File: config.mk
export PLATFORM = sky130hd
export DESIGN_NAME = byte_map_first_fit_allocator
export DESIGN_NICKNAME = d
export VERILOG_FILES = /design/src/hdl/bmffa_pkg.sv /design/src/hdl/bmffa_dp.sv /design/src/hdl/bmffa_ctrl.sv /design/src/hdl/byte_map_first_fit_allocator.sv
export VERILOG_INCLUDE_DIRS = /design/src /design/src/hdl
export SDC_FILE = /design/constraint.sdc
export NUM_CORES = 2
export LEC_CHECK = 0
export ABC_AREA = 1
export BUFFER_PORTS_ARGS = -buffer_cell sky130_fd_sc_hd__buf_2
export CAP_MARGIN = 15
export CORE_MARGIN = 2
export CORE_UTILIZATION = 30
export CTS_CLUSTER_DIAMETER = 40
export DETAILED_ROUTE_END_ITERATION = 10
export PLACE_DENSITY = 0.47
export SLEW_MARGIN = 20
export SYNTH_ARGS = -nofsm -noshare
export SYNTH_HDL_FRONTEND = slang
export SYNTH_SLANG_ARGS = --single-unit
export TNS_END_PERCENT = 5
File: constraint.sdc
create_clock -name clk -period 67.6 [get_ports clk]
set_input_delay 6.76 -clock clk [delete_from_list [all_inputs] [get_ports clk]]
set_output_delay 6.76 -clock clk [all_outputs]
set_load 0.005 [all_outputs]
File: src/hdl/assert_macros.svh
// Assertion macros shared by the RTL of the byte-map allocator.
// Each macro expects a clock named clk and an active-low reset named rst_n in scope.
`ifndef ASSERT_MACROS_SVH
`define ASSERT_MACROS_SVH

// Same-cycle implication, checked at every rising edge outside reset.
`define ASSERT_IMP(label, ante, cons, msg) \
  label: assert property (@(posedge clk) disable iff (!rst_n) (ante) |-> (cons)) \
    else $error(msg);

// Next-cycle implication, checked at every rising edge outside reset.
`define ASSERT_NXT(label, ante, cons, msg) \
  label: assert property (@(posedge clk) disable iff (!rst_n) (ante) |=> (cons)) \
    else $error(msg);

`endif

File: src/hdl/bmffa_pkg.sv
// Shared constants, codes and controller/datapath interface types of the
// byte-map first-fit allocator. No dependencies.
`default_nettype none

package bmffa_pkg;

  // Pool geometry. The port widths are fixed, so the pool size is a constant.
  localparam int POOL_BYTES = 1024;
  localparam int ADDR_W     = $clog2(POOL_BYTES);
  localparam int LEN_W      = ADDR_W + 1;
  localparam int NEED_W     = LEN_W + 1;

  localparam logic [LEN_W-1:0]  POOL_LEN  = LEN_W'(POOL_BYTES);
  localparam logic [ADDR_W-1:0] LAST_ADDR = ADDR_W'(POOL_BYTES - 1);

  // Request kinds as they arrive on the input channel.
  typedef enum logic [1:0] {
    KIND_ALLOC   = 2'd0,
    KIND_FREE    = 2'd1,
    KIND_REALLOC = 2'd2,
    KIND_QUERY   = 2'd3
  } kind_t;

  // Datapath operations issued by the controller.
  typedef enum logic [3:0] {
    OP_NONE,
    OP_LOAD,
    OP_RUN_START,
    OP_RUN_STEP,
    OP_SCAN_START,
    OP_SCAN_STEP,
    OP_FILL_START,
    OP_FILL_STEP,
    OP_RESULT
  } dp_op_t;

  // Source of the start address, count and value of a fill sweep.
  typedef enum logic [1:0] {
    FILL_SWEEP,
    FILL_MARK,
    FILL_OLD
  } fill_sel_t;

  // Which result the output register is loaded with.
  typedef enum logic [1:0] {
    RES_FAIL,
    RES_FREE,
    RES_QUERY,
    RES_GRANT
  } res_sel_t;

  typedef struct packed {
    dp_op_t    op;
    logic      run_clear;
    fill_sel_t fill_sel;
    res_sel_t  res_sel;
  } dp_cmd_t;

  typedef struct packed {
    logic  fin;
    logic  found;
    logic  size_bad;
    logic  old_zero;
    kind_t kind;
  } dp_sts_t;

endpackage

`default_nettype wire

File: src/hdl/bmffa_dp.sv
// Datapath of the byte-map allocator: the in-use map memory, the scan,
// run and fill counters, and the result register. Depends on bmffa_pkg.
`default_nettype none

module bmffa_dp (
  input  wire logic                           clk,
  input  wire logic                           rst_n,
  input  wire logic [1:0]                     in_kind,
  input  wire logic [bmffa_pkg::LEN_W-1:0]    in_request_size,
  input  wire logic [bmffa_pkg::ADDR_W-1:0]   in_start_address,
  input  wire bmffa_pkg::dp_cmd_t             cmd,
  output bmffa_pkg::dp_sts_t                  sts,
  output logic                                out_ok,
  output logic [bmffa_pkg::ADDR_W-1:0]        out_granted_address,
  output logic [bmffa_pkg::LEN_W-1:0]         out_run_length
);

  localparam int AW = bmffa_pkg::ADDR_W;
  localparam int LW = bmffa_pkg::LEN_W;
  localparam int NW = bmffa_pkg::NEED_W;

  // In-use map, one bit per pool byte.
  logic map_r [bmffa_pkg::POOL_BYTES];

  // Captured request.
  bmffa_pkg::kind_t kind_r, kind_nxt;
  logic [LW-1:0] size_r, size_nxt;
  logic [AW-1:0] addr_r, addr_nxt;

  // Run length of the old run (query, free, reallocate).
  logic [LW-1:0] len_r, len_nxt;

  // Sweep pointer, fill count and fill value.
  logic [LW-1:0] ptr_r, ptr_nxt;
  logic [LW-1:0] cnt_r, cnt_nxt;
  logic          fill_val_r, fill_val_nxt;

  // Free-run tracking of the first-fit scan.
  logic [LW-1:0] zcnt_r, zcnt_nxt;
  logic [AW-1:0] rstart_r, rstart_nxt;
  logic [AW-1:0] where_r, where_nxt;

  // Registered read of the map, tagged with its address.
  logic          rd_vld_r, rd_vld_nxt;
  logic          rd_bit_r;
  logic [AW-1:0] rd_tag_r;

  // Output register.
  logic          ok_r, ok_nxt;
  logic [AW-1:0] granted_r, granted_nxt;
  logic [LW-1:0] runlen_r, runlen_nxt;

  // Memory port controls.
  logic          rd_en;
  logic          wr_en;
  logic [AW-1:0] wr_addr;
  logic          wr_bit;

  // Per-beat evaluation.
  logic [LW-1:0] eff_size;
  logic          size_bad;
  logic          last;
  logic          run_fin;
  logic          run_hit;
  logic [NW-1:0] zc;
  logic [AW-1:0] start;
  logic          lead;
  logic [NW-1:0] need;
  logic          scan_found;
  logic          scan_fin;
  logic          fill_fin;
  logic          fin;
  logic          stepping;
  logic          issue;

  // Reallocate never shrinks: the effective size is the larger of both.
  assign eff_size = (size_r < len_r) ? len_r : size_r;
  assign size_bad = (eff_size == '0) || (eff_size > bmffa_pkg::POOL_LEN);

  // A run ends at the first free byte or at the pool end.
  assign last    = (rd_tag_r == bmffa_pkg::LAST_ADDR);
  assign run_hit = rd_vld_r && rd_bit_r;
  assign run_fin = rd_vld_r && (!rd_bit_r || last);

  // A free run that does not begin at address 0 gives up its first byte as
  // the left neighbor; the right neighbor is needed unless the pool ends.
  assign zc         = NW'(zcnt_r) + NW'(1);
  assign start      = (zcnt_r == '0) ? rd_tag_r : rstart_r;
  assign lead       = (start != '0);
  assign need       = NW'(eff_size) + NW'(lead) + NW'(!last);
  assign scan_found = rd_vld_r && !rd_bit_r && (zc >= need);
  assign scan_fin   = rd_vld_r && (scan_found || last);

  assign fill_fin = (cnt_r == LW'(1));

  // Completion of the current step, by operation.
  always_comb begin
    case (cmd.op)
      bmffa_pkg::OP_RUN_STEP:  fin = run_fin;
      bmffa_pkg::OP_SCAN_STEP: fin = scan_fin;
      bmffa_pkg::OP_FILL_STEP: fin = fill_fin;
      default:                 fin = 1'b0;
    endcase
  end

  // Reads run one address ahead of the evaluation and stop once it ends.
  assign stepping = (cmd.op == bmffa_pkg::OP_RUN_STEP) ||
                    (cmd.op == bmffa_pkg::OP_SCAN_STEP);
  assign issue    = stepping && (ptr_r < bmffa_pkg::POOL_LEN) && !fin;
  assign rd_en    = issue;

  // Next-state logic of the datapath registers and the write port.
  always_comb begin
    kind_nxt     = kind_r;
    size_nxt     = size_r;
    addr_nxt     = addr_r;
    len_nxt      = len_r;
    ptr_nxt      = ptr_r;
    cnt_nxt      = cnt_r;
    fill_val_nxt = fill_val_r;
    zcnt_nxt     = zcnt_r;
    rstart_nxt   = rstart_r;
    where_nxt    = where_r;
    ok_nxt       = ok_r;
    granted_nxt  = granted_r;
    runlen_nxt   = runlen_r;
    rd_vld_nxt   = issue;
    wr_en        = 1'b0;
    wr_addr      = ptr_r[AW-1:0];
    wr_bit       = 1'b0;

    if (issue) begin
      ptr_nxt = ptr_r + LW'(1);
    end

    case (cmd.op)
      bmffa_pkg::OP_LOAD: begin
        kind_nxt = bmffa_pkg::kind_t'(in_kind);
        size_nxt = in_request_size;
        addr_nxt = in_start_address;
        len_nxt  = '0;
      end
      bmffa_pkg::OP_RUN_START: begin
        ptr_nxt = {1'b0, addr_r};
        len_nxt = '0;
      end
      bmffa_pkg::OP_RUN_STEP: begin
        if (run_hit) begin
          len_nxt = len_r + LW'(1);
          if (cmd.run_clear) begin
            wr_en   = 1'b1;
            wr_addr = rd_tag_r;
            wr_bit  = 1'b0;
          end
        end
      end
      bmffa_pkg::OP_SCAN_START: begin
        ptr_nxt  = '0;
        zcnt_nxt = '0;
      end
      bmffa_pkg::OP_SCAN_STEP: begin
        if (rd_vld_r) begin
          if (rd_bit_r) begin
            zcnt_nxt = '0;
          end else begin
            zcnt_nxt   = zc[LW-1:0];
            rstart_nxt = start;
          end
          if (scan_found) begin
            where_nxt = start + AW'(lead);
          end
        end
      end
      bmffa_pkg::OP_FILL_START: begin
        case (cmd.fill_sel)
          bmffa_pkg::FILL_MARK: begin
            ptr_nxt      = {1'b0, where_r};
            cnt_nxt      = eff_size;
            fill_val_nxt = 1'b1;
          end
          bmffa_pkg::FILL_OLD: begin
            ptr_nxt      = {1'b0, addr_r};
            cnt_nxt      = len_r;
            fill_val_nxt = 1'b0;
          end
          default: begin
            ptr_nxt      = '0;
            cnt_nxt      = bmffa_pkg::POOL_LEN;
            fill_val_nxt = 1'b0;
          end
        endcase
      end
      bmffa_pkg::OP_FILL_STEP: begin
        wr_en   = 1'b1;
        wr_addr = ptr_r[AW-1:0];
        wr_bit  = fill_val_r;
        ptr_nxt = ptr_r + LW'(1);
        cnt_nxt = cnt_r - LW'(1);
      end
      bmffa_pkg::OP_RESULT: begin
        case (cmd.res_sel)
          bmffa_pkg::RES_FREE: begin
            ok_nxt      = 1'b1;
            granted_nxt = '0;
            runlen_nxt  = '0;
          end
          bmffa_pkg::RES_QUERY: begin
            ok_nxt      = 1'b1;
            granted_nxt = '0;
            runlen_nxt  = len_r;
          end
          bmffa_pkg::RES_GRANT: begin
            ok_nxt      = 1'b1;
            granted_nxt = where_r;
            runlen_nxt  = len_r;
          end
          default: begin
            ok_nxt      = 1'b0;
            granted_nxt = '0;
            runlen_nxt  = '0;
          end
        endcase
      end
      default: begin
      end
    endcase
  end

  // Map memory: one write and one registered read per cycle.
  always_ff @(posedge clk) begin
    if (wr_en) begin
      map_r[wr_addr] <= wr_bit;
    end
    if (rd_en) begin
      rd_bit_r <= map_r[ptr_r[AW-1:0]];
      rd_tag_r <= ptr_r[AW-1:0];
    end
  end

  // Datapath registers; only the read-valid flag is control state.
  always_ff @(posedge clk) begin
    if (!rst_n) begin
      rd_vld_r <= 1'b0;
    end else begin
      rd_vld_r <= rd_vld_nxt;
    end
    kind_r     <= kind_nxt;
    size_r     <= size_nxt;
    addr_r     <= addr_nxt;
    len_r      <= len_nxt;
    ptr_r      <= ptr_nxt;
    cnt_r      <= cnt_nxt;
    fill_val_r <= fill_val_nxt;
    zcnt_r     <= zcnt_nxt;
    rstart_r   <= rstart_nxt;
    where_r    <= where_nxt;
    ok_r       <= ok_nxt;
    granted_r  <= granted_nxt;
    runlen_r   <= runlen_nxt;
  end

  // Status back to the controller.
  assign sts.fin      = fin;
  assign sts.found    = (cmd.op == bmffa_pkg::OP_SCAN_STEP) && scan_found;
  assign sts.size_bad = size_bad;
  assign sts.old_zero = (len_r == '0);
  assign sts.kind     = kind_r;

  assign out_ok              = ok_r;
  assign out_granted_address = granted_r;
  assign out_run_length      = runlen_r;

endmodule

`default_nettype wire

File: src/hdl/bmffa_ctrl.sv
// Controller of the byte-map allocator: sequences the clearing pass, the
// run, scan and fill phases, and the output handshake. Depends on bmffa_pkg.
`default_nettype none

module bmffa_ctrl (
  input  wire logic                  clk,
  input  wire logic                  rst_n,
  input  wire logic                  in_valid,
  output logic                       in_ready,
  output logic                       out_valid,
  input  wire logic                  out_ready,
  output bmffa_pkg::dp_cmd_t         cmd,
  input  wire bmffa_pkg::dp_sts_t    sts
);

  typedef enum logic [3:0] {
    S_SWEEP_INIT,
    S_SWEEP,
    S_IDLE,
    S_DISPATCH,
    S_RUN,
    S_SIZE,
    S_SCAN,
    S_MARK_INIT,
    S_MARK,
    S_OLD_INIT,
    S_CLR_OLD,
    S_DONE
  } state_t;

  state_t                state_r, state_nxt;
  bmffa_pkg::res_sel_t   res_sel_r, res_sel_nxt;
  logic                  out_valid_r, out_valid_nxt;
  logic                  slot_free;

  // The output register can be reloaded when empty or being drained.
  assign slot_free = !out_valid_r || out_ready;

  // Next state, commands and output-valid update.
  always_comb begin
    state_nxt     = state_r;
    res_sel_nxt   = res_sel_r;
    out_valid_nxt = out_valid_r && !out_ready;
    cmd.op        = bmffa_pkg::OP_NONE;
    cmd.run_clear = 1'b0;
    cmd.fill_sel  = bmffa_pkg::FILL_SWEEP;
    cmd.res_sel   = res_sel_r;

    case (state_r)
      S_SWEEP_INIT: begin
        cmd.op       = bmffa_pkg::OP_FILL_START;
        cmd.fill_sel = bmffa_pkg::FILL_SWEEP;
        state_nxt    = S_SWEEP;
      end
      S_SWEEP: begin
        cmd.op = bmffa_pkg::OP_FILL_STEP;
        if (sts.fin) begin
          state_nxt = S_IDLE;
        end
      end
      S_IDLE: begin
        if (in_valid) begin
          cmd.op    = bmffa_pkg::OP_LOAD;
          state_nxt = S_DISPATCH;
        end
      end
      S_DISPATCH: begin
        if (sts.kind == bmffa_pkg::KIND_ALLOC) begin
          state_nxt = S_SIZE;
        end else begin
          cmd.op    = bmffa_pkg::OP_RUN_START;
          state_nxt = S_RUN;
        end
      end
      S_RUN: begin
        cmd.op        = bmffa_pkg::OP_RUN_STEP;
        cmd.run_clear = (sts.kind == bmffa_pkg::KIND_FREE);
        if (sts.fin) begin
          case (sts.kind)
            bmffa_pkg::KIND_REALLOC: begin
              state_nxt = S_SIZE;
            end
            bmffa_pkg::KIND_FREE: begin
              res_sel_nxt = bmffa_pkg::RES_FREE;
              state_nxt   = S_DONE;
            end
            default: begin
              res_sel_nxt = bmffa_pkg::RES_QUERY;
              state_nxt   = S_DONE;
            end
          endcase
        end
      end
      S_SIZE: begin
        if (sts.size_bad) begin
          res_sel_nxt = bmffa_pkg::RES_FAIL;
          state_nxt   = S_DONE;
        end else begin
          cmd.op    = bmffa_pkg::OP_SCAN_START;
          state_nxt = S_SCAN;
        end
      end
      S_SCAN: begin
        cmd.op = bmffa_pkg::OP_SCAN_STEP;
        if (sts.fin) begin
          if (sts.found) begin
            state_nxt = S_MARK_INIT;
          end else begin
            res_sel_nxt = bmffa_pkg::RES_FAIL;
            state_nxt   = S_DONE;
          end
        end
      end
      S_MARK_INIT: begin
        cmd.op       = bmffa_pkg::OP_FILL_START;
        cmd.fill_sel = bmffa_pkg::FILL_MARK;
        state_nxt    = S_MARK;
      end
      S_MARK: begin
        cmd.op = bmffa_pkg::OP_FILL_STEP;
        if (sts.fin) begin
          if ((sts.kind == bmffa_pkg::KIND_REALLOC) && !sts.old_zero) begin
            state_nxt = S_OLD_INIT;
          end else begin
            res_sel_nxt = bmffa_pkg::RES_GRANT;
            state_nxt   = S_DONE;
          end
        end
      end
      S_OLD_INIT: begin
        cmd.op       = bmffa_pkg::OP_FILL_START;
        cmd.fill_sel = bmffa_pkg::FILL_OLD;
        state_nxt    = S_CLR_OLD;
      end
      S_CLR_OLD: begin
        cmd.op = bmffa_pkg::OP_FILL_STEP;
        if (sts.fin) begin
          res_sel_nxt = bmffa_pkg::RES_GRANT;
          state_nxt   = S_DONE;
        end
      end
      S_DONE: begin
        if (slot_free) begin
          cmd.op        = bmffa_pkg::OP_RESULT;
          out_valid_nxt = 1'b1;
          state_nxt     = S_IDLE;
        end
      end
      default: begin
        state_nxt = S_SWEEP_INIT;
      end
    endcase
  end

  // State and registered outputs.
  always_ff @(posedge clk) begin
    if (!rst_n) begin
      state_r     <= S_SWEEP_INIT;
      res_sel_r   <= bmffa_pkg::RES_FAIL;
      out_valid_r <= 1'b0;
    end else begin
      state_r     <= state_nxt;
      res_sel_r   <= res_sel_nxt;
      out_valid_r <= out_valid_nxt;
    end
  end

  assign in_ready  = (state_r == S_IDLE);
  assign out_valid = out_valid_r;

endmodule

`default_nettype wire

File: src/hdl/byte_map_first_fit_allocator.sv
// Byte-map first-fit allocator. The pool holds 1024 bytes, one in-use
// bit each, kept in a single-port-write, single-port-read memory.
// The input channel takes one request beat: kind, request_size and
// start_address. The output channel returns one result beat per request:
// ok, granted_address and run_length.
// After reset the block runs a clearing pass over the map (a setup
// step, then one write per byte) and holds in_ready low; the first
// request is taken after it.
// Work per request, at one map read or write per cycle:
//   query, free: a measure of L bytes, L the run length at start_address.
//   allocate: a scan up to the first fitting window (at most 1024 bytes
//     deep), then a mark of N bytes, N the request size.
//   reallocate: the run measure, then the allocate, then a clear of the
//     L bytes of the old run.
// One request is worked on at a time. A finished result sits in the
// output register; a stalled receiver does not stop the next request from
// being accepted and worked on, which then waits until the register empties.
// Depends on bmffa_pkg, bmffa_ctrl, bmffa_dp and assert_macros.svh.
`default_nettype none
`include "assert_macros.svh"

module byte_map_first_fit_allocator (
  input  wire logic                           clk,
  input  wire logic                           rst_n,
  input  wire logic                           in_valid,
  output logic                                in_ready,
  input  wire logic [1:0]                     in_kind,
  input  wire logic [bmffa_pkg::LEN_W-1:0]    in_request_size,
  input  wire logic [bmffa_pkg::ADDR_W-1:0]   in_start_address,
  output logic                                out_valid,
  input  wire logic                           out_ready,
  output logic                                out_ok,
  output logic [bmffa_pkg::ADDR_W-1:0]        out_granted_address,
  output logic [bmffa_pkg::LEN_W-1:0]         out_run_length
);

  bmffa_pkg::dp_cmd_t cmd;
  bmffa_pkg::dp_sts_t sts;

  // Sequencer.
  bmffa_ctrl u_ctrl (
    .clk       (clk),
    .rst_n     (rst_n),
    .in_valid  (in_valid),
    .in_ready  (in_ready),
    .out_valid (out_valid),
    .out_ready (out_ready),
    .cmd       (cmd),
    .sts       (sts)
  );

  // Map memory, counters and result register.
  bmffa_dp u_dp (
    .clk                 (clk),
    .rst_n               (rst_n),
    .in_kind             (in_kind),
    .in_request_size     (in_request_size),
    .in_start_address    (in_start_address),
    .cmd                 (cmd),
    .sts                 (sts),
    .out_ok              (out_ok),
    .out_granted_address (out_granted_address),
    .out_run_length      (out_run_length)
  );

  // An accepted beat is worked on before another one is taken.
  `ASSERT_NXT(a_one_in_flight, in_valid && in_ready, !in_ready, "second beat taken early")

  // A failed request reports no address and no length.
  `ASSERT_IMP(a_fail_zero, out_valid && !out_ok, (out_granted_address == '0) && (out_run_length == '0), "failed result carries data")

  // A window is only found on a scan beat that also ends the scan.
  `ASSERT_IMP(a_found_ends_scan, sts.found, sts.fin && (cmd.op == bmffa_pkg::OP_SCAN_STEP), "found without end of scan")

endmodule

`default_nettype wire
==> impl.org <==
** Detailed routing
- Antenna Violating Nets Remaining :: 0
- Total wire length after detailed routing :: 173 mm
- Wirelength per Cell :: 23.1 microns
- Total number of vias :: 39000
- Violation count after the first detailed-routing iteration :: 4083
- For this run, design rule violations remaining after detail routing come to 0.
- Before antenna repair, the detailed router went through 5 iterations.
- Via density per instance :: 5.19

** Worst setup path
- For this design, the slowest cell found on the critical path is buf_4.
- The worst register-to-register path begins at u_dp.zcnt_r[0].
- The largest single stage delay on the critical path is 0.78 ns.
- Critical path, cell by cell :: buf_2, nor2_1, nor2_1, inv_1, nand2_1, nor2_1, inv_1, nor2_4, buf_4, buf_12, buf_4
- Class of the most critical setup path :: in2reg
- Worst setup EP type :: register
- The worst register-to-register path ends at u_dp.ptr_r[1].
- The worst register-to-register path has a setup slack of 60.13 ns.
- At the worst endpoint, the required time is 68.07 ns.
- The critical path starts at out_ready.
- Measured in cells, the most critical reg-to-reg path has a length of 30.
- Cell with the most instances on the worst path :: nor2_1
- The most critical setup path has its endpoint at u_dp.map_r[651].
- Critical path arrival :: 11.16 ns
- Together, buffers and inverters on the worst path number 6.
- On the critical path the largest part of the delay comes from buffers and inverters.
- Worst Setup Start Kind :: input pin
- In this run the worst path has a maximum fanout of 236.
- In this run the number of cells on the critical path is 11.

** Timing
- For the pin with the worst max-slew slack, the measured transition is 1.29 ns.
- Final Hold Fails :: 0
- After layout, the worst setup slack is 56.92 ns.
- Skew final :: 0.0619 ns
- Max frequency :: 93.6 MHz
- Setup violation total in the final timing report :: 0
- Setup repair after global routing missed its margin :: false
- The worst pin sits at a relative slew slack of 0.139.
- The count of final max-slew check failures was 0.
- Time the final worst path needs with I/O delays and setup :: 10.68 ns
- Hold timing on the final database bottoms out at a slack of 0.518 ns.
- In the final timing run, aggregate negative setup slack is 0 ns.
- Final period utilization :: 0.158

** Power
- Power spread over the standard cell area amounts to 47.4 nW/um^2.
- Leakage :: 20.5 nW
- VDD IR-drop max :: 0.0324 mV

** Cells and area
- Share of post-route cells with drive strength above 1 :: 0.109
- Area taken by flip-flops and latches :: 34500 sq um
- Core occupancy in the finished layout :: 0.349
- Fill cells in the final layout number 17800.
- Commonest non-fill, non-tap cell in the layout :: nor2_1
- In the final layout, the multi-input gates occupy 16100 sq um.
- The area growth from synthesis to layout is 16.0%.
- Commonest non-fill, non-tap cells in the layout :: nor2_1 (1621), edfxtp_1 (1145), o21ai_0 (563)
- In the final design database the tool counted 5080 nets.
- Post-route non-filler standard cell count :: 7505

** Global route
- GRT Overall Usage :: 0.188
- Summed over all layers, the global routing overflow is 0.
- The first global-routing pass estimated 253 mm of wire.
- Pin count of the biggest net entering global routing :: 263
- Via count of the first global-routing pass :: 37000
- Initial antenna violation count :: 6

** CTS
- The clock tree synthesis step divided the H-tree into 4 levels.
- CTS Hold Bufs :: 0
- Number of buffers inserted to repair setup after CTS :: 0
- Clock tree synthesis selected as its root buffer the cell clkbuf_16.
- Clk pin slew, worst setup/hold paths :: 0.05 ns
- Worst-Skew Late Latency :: 0.80 ns
- Post_cts resized :: 0
- TritonCTS built the clock tree.
- Inserted Clock Buffers :: 176
- Clock tree synthesis found a total of 1153 sinks.
- Maximum buffer depth of the clock tree :: 3

** Synth
- Mean Syn Cell Area :: 10.3 sq um
- Mapped Area :: 52800 sq um
- In this run, synthesis inferred 1145 flip-flops with an integrated enable.
- The compound-gate portion of the synthesized area is 0.107.
- Main synth FF type :: edfxtp_1
- Synthesized Nets :: 5193
- Of the synthesized area, sequential elements account for 0.654.
- Post-Synth Simple-Gate Area :: 0.177
- Post-synthesis register bit count :: 1153
- Of all flip-flops after synthesis, the portion carrying an async set or reset was 0.
- Of the total synthesized cell area, the portion taken by full adders, half adders and majority gates is 0.00891.
- Yosys warning total :: 0
- Synthesis produced a netlist whose cell count is 5129.
- After synthesis, the largest family of logic cells by area is simple AND/OR/NAND/NOR gates.
- Of the total synthesized cell area, the portion taken by XOR and XNOR cells is 0.00663.
- Counting distinct cell types in the post-synthesis netlist gives 52.
- Fraction of synthesized area in multiplexers :: 0.000213

** Floorplanning
- Boundary pin count :: 51
- Initial cell density of the core :: 0.301
- The die covers 179000 sq um.
- Core Rows :: 154
- The floorplan step defined a core boundary enclosing 176000 sq um.
- The die is 424 microns tall.
- Horiz. Die Dim :: 424 microns

** Run
- Number of max-cap violations :: 0

** Placed design
- Routability-driven placement finished with a final weighted congestion of 0.805.
- Cell count after placement :: 7178
- Buffers placed on the I/O ports in this run total 50.
- Setup Slack @ Placement :: 56.15 ns
- Detailed placement ended at an HPWL of 84.7 mm.

** Min path
- The min-delay analysis places its worst path in the category reg2reg.

** Status
- The flow ran to the end, and the final reports show no timing, DRC or antenna violations.
==> cell families after synthesis <==
logic type	count (synthesis)
AOI/OAI and AO/OA	966
xor gates and xnor gates	40
adders and majority gates	37
buffers and inverters	629
DFF	1153
muxes	1
and+or+nand+nor	2303
==> worst register-to-register path, delay by kind of cell, from the launching register on <==
family                     cells  cell delay, ns
adders and majority gates      4            0.98
and+or+nand+nor               17            3.89
AOI/OAI and AO/OA              4            1.16
DFF                            1            0.46
buffers and inverters          4            0.38
xor gates and xnor gates       1            0.10
==> metrics by stage <==
step / instance area (sq um) / total power, mW
2_1_floorplan: 52800 / 1.71
3_3_place_gp: 55200 / 1.98
3_5_place_dp: 55200 / 1.98
4_1_cts: 61200 / 2.92
5_1_grt: 61300 / 3.05
6_report: 61300 / 2.90
==> synth_stat cells, types with 37 or more instances <==
master    instances  area share
nor2_1         1626        0.12
a21oi_1          50      0.0047
o221ai_1        102       0.017
nand4_1          66      0.0078
inv_1           186       0.013
nand2_1         370       0.026
o211ai_1         37      0.0053
o22ai_1         176       0.021
nand3_1         145       0.014
o21ai_0         563       0.053
buf_1            60      0.0043
clkbuf_1        319       0.023
edfxtp_1       1145        0.65
buf_2            40      0.0038
==> worst min-delay path by stage <==
stage                        start                  end  slack, ns  cells past startpoint
2_1_floorplan        u_dp.ptr_r[6]     u_dp.rd_tag_r[6]       0.42                      0
3_3_place_gp   u_ctrl.res_sel_r[0]  u_ctrl.res_sel_r[0]       0.50                      2
3_5_place_dp   u_ctrl.res_sel_r[0]  u_ctrl.res_sel_r[0]       0.50                      2
4_1_cts        u_ctrl.res_sel_r[0]  u_ctrl.res_sel_r[0]       0.51                      2
5_1_grt        u_ctrl.res_sel_r[0]  u_ctrl.res_sel_r[0]       0.54                      2
6_report       u_ctrl.res_sel_r[0]  u_ctrl.res_sel_r[0]       0.52                      2
==> report_power, final <==
part | total (mW) | switching (mW) | internal [mW]
Clock | 0.930 | 0.348 | 0.582
Combinational | 1.04 | 0.798 | 0.241
Sequential | 0.935 | 0.0244 | 0.911
Total | 2.90 | 1.17 | 1.73
==> sequential cells by signal (all words and copies together) (netlist names) <==
name	flops
u_dp.len_r	11
u_dp.addr_r	10
u_dp.out_ok	1
u_dp.ptr_r	11
u_dp.where_r	10
u_dp.out_granted_address	10
u_dp.rd_vld_r	1
u_ctrl.out_valid	1
u_dp.map_r	1024
u_dp.rd_tag_r	10
u_dp.cnt_r	11
u_dp.kind_r	2
u_dp.zcnt_r	11
u_dp.rstart_r	10
u_dp.fill_val_r	1
u_ctrl.state_r	4
u_ctrl.res_sel_r	2
u_dp.out_run_length	11
u_dp.size_r	11
u_dp.rd_bit_r	1
==> cell type report <==
type	instances	share of cell area
clock inverters	128	0.0241
well taps	2340	0.0478
repair buffers	136	0.0154
inverters	202	0.0127
multi-input cells	3347	0.262
clock buffers	197	0.0742
flip-flops and latches	1153	0.564
diodes	2	0.0000817
==> layer usage <==
| metal | GRT usage | vias up | part of all wire |
|---|---|---|---|
| li1 | - | 17700 | - |
| met1 | 0.261 | 19800 | 0.45 |
| met2 | 0.302 | 1244 | 0.46 |
| met3 | 0.0304 | 289 | 0.062 |
| met4 | 0.0574 | 2 | 0.028 |
| met5 | 0 | - | 0.000075 |
Note: power is estimated with default switching activity, not from simulation.
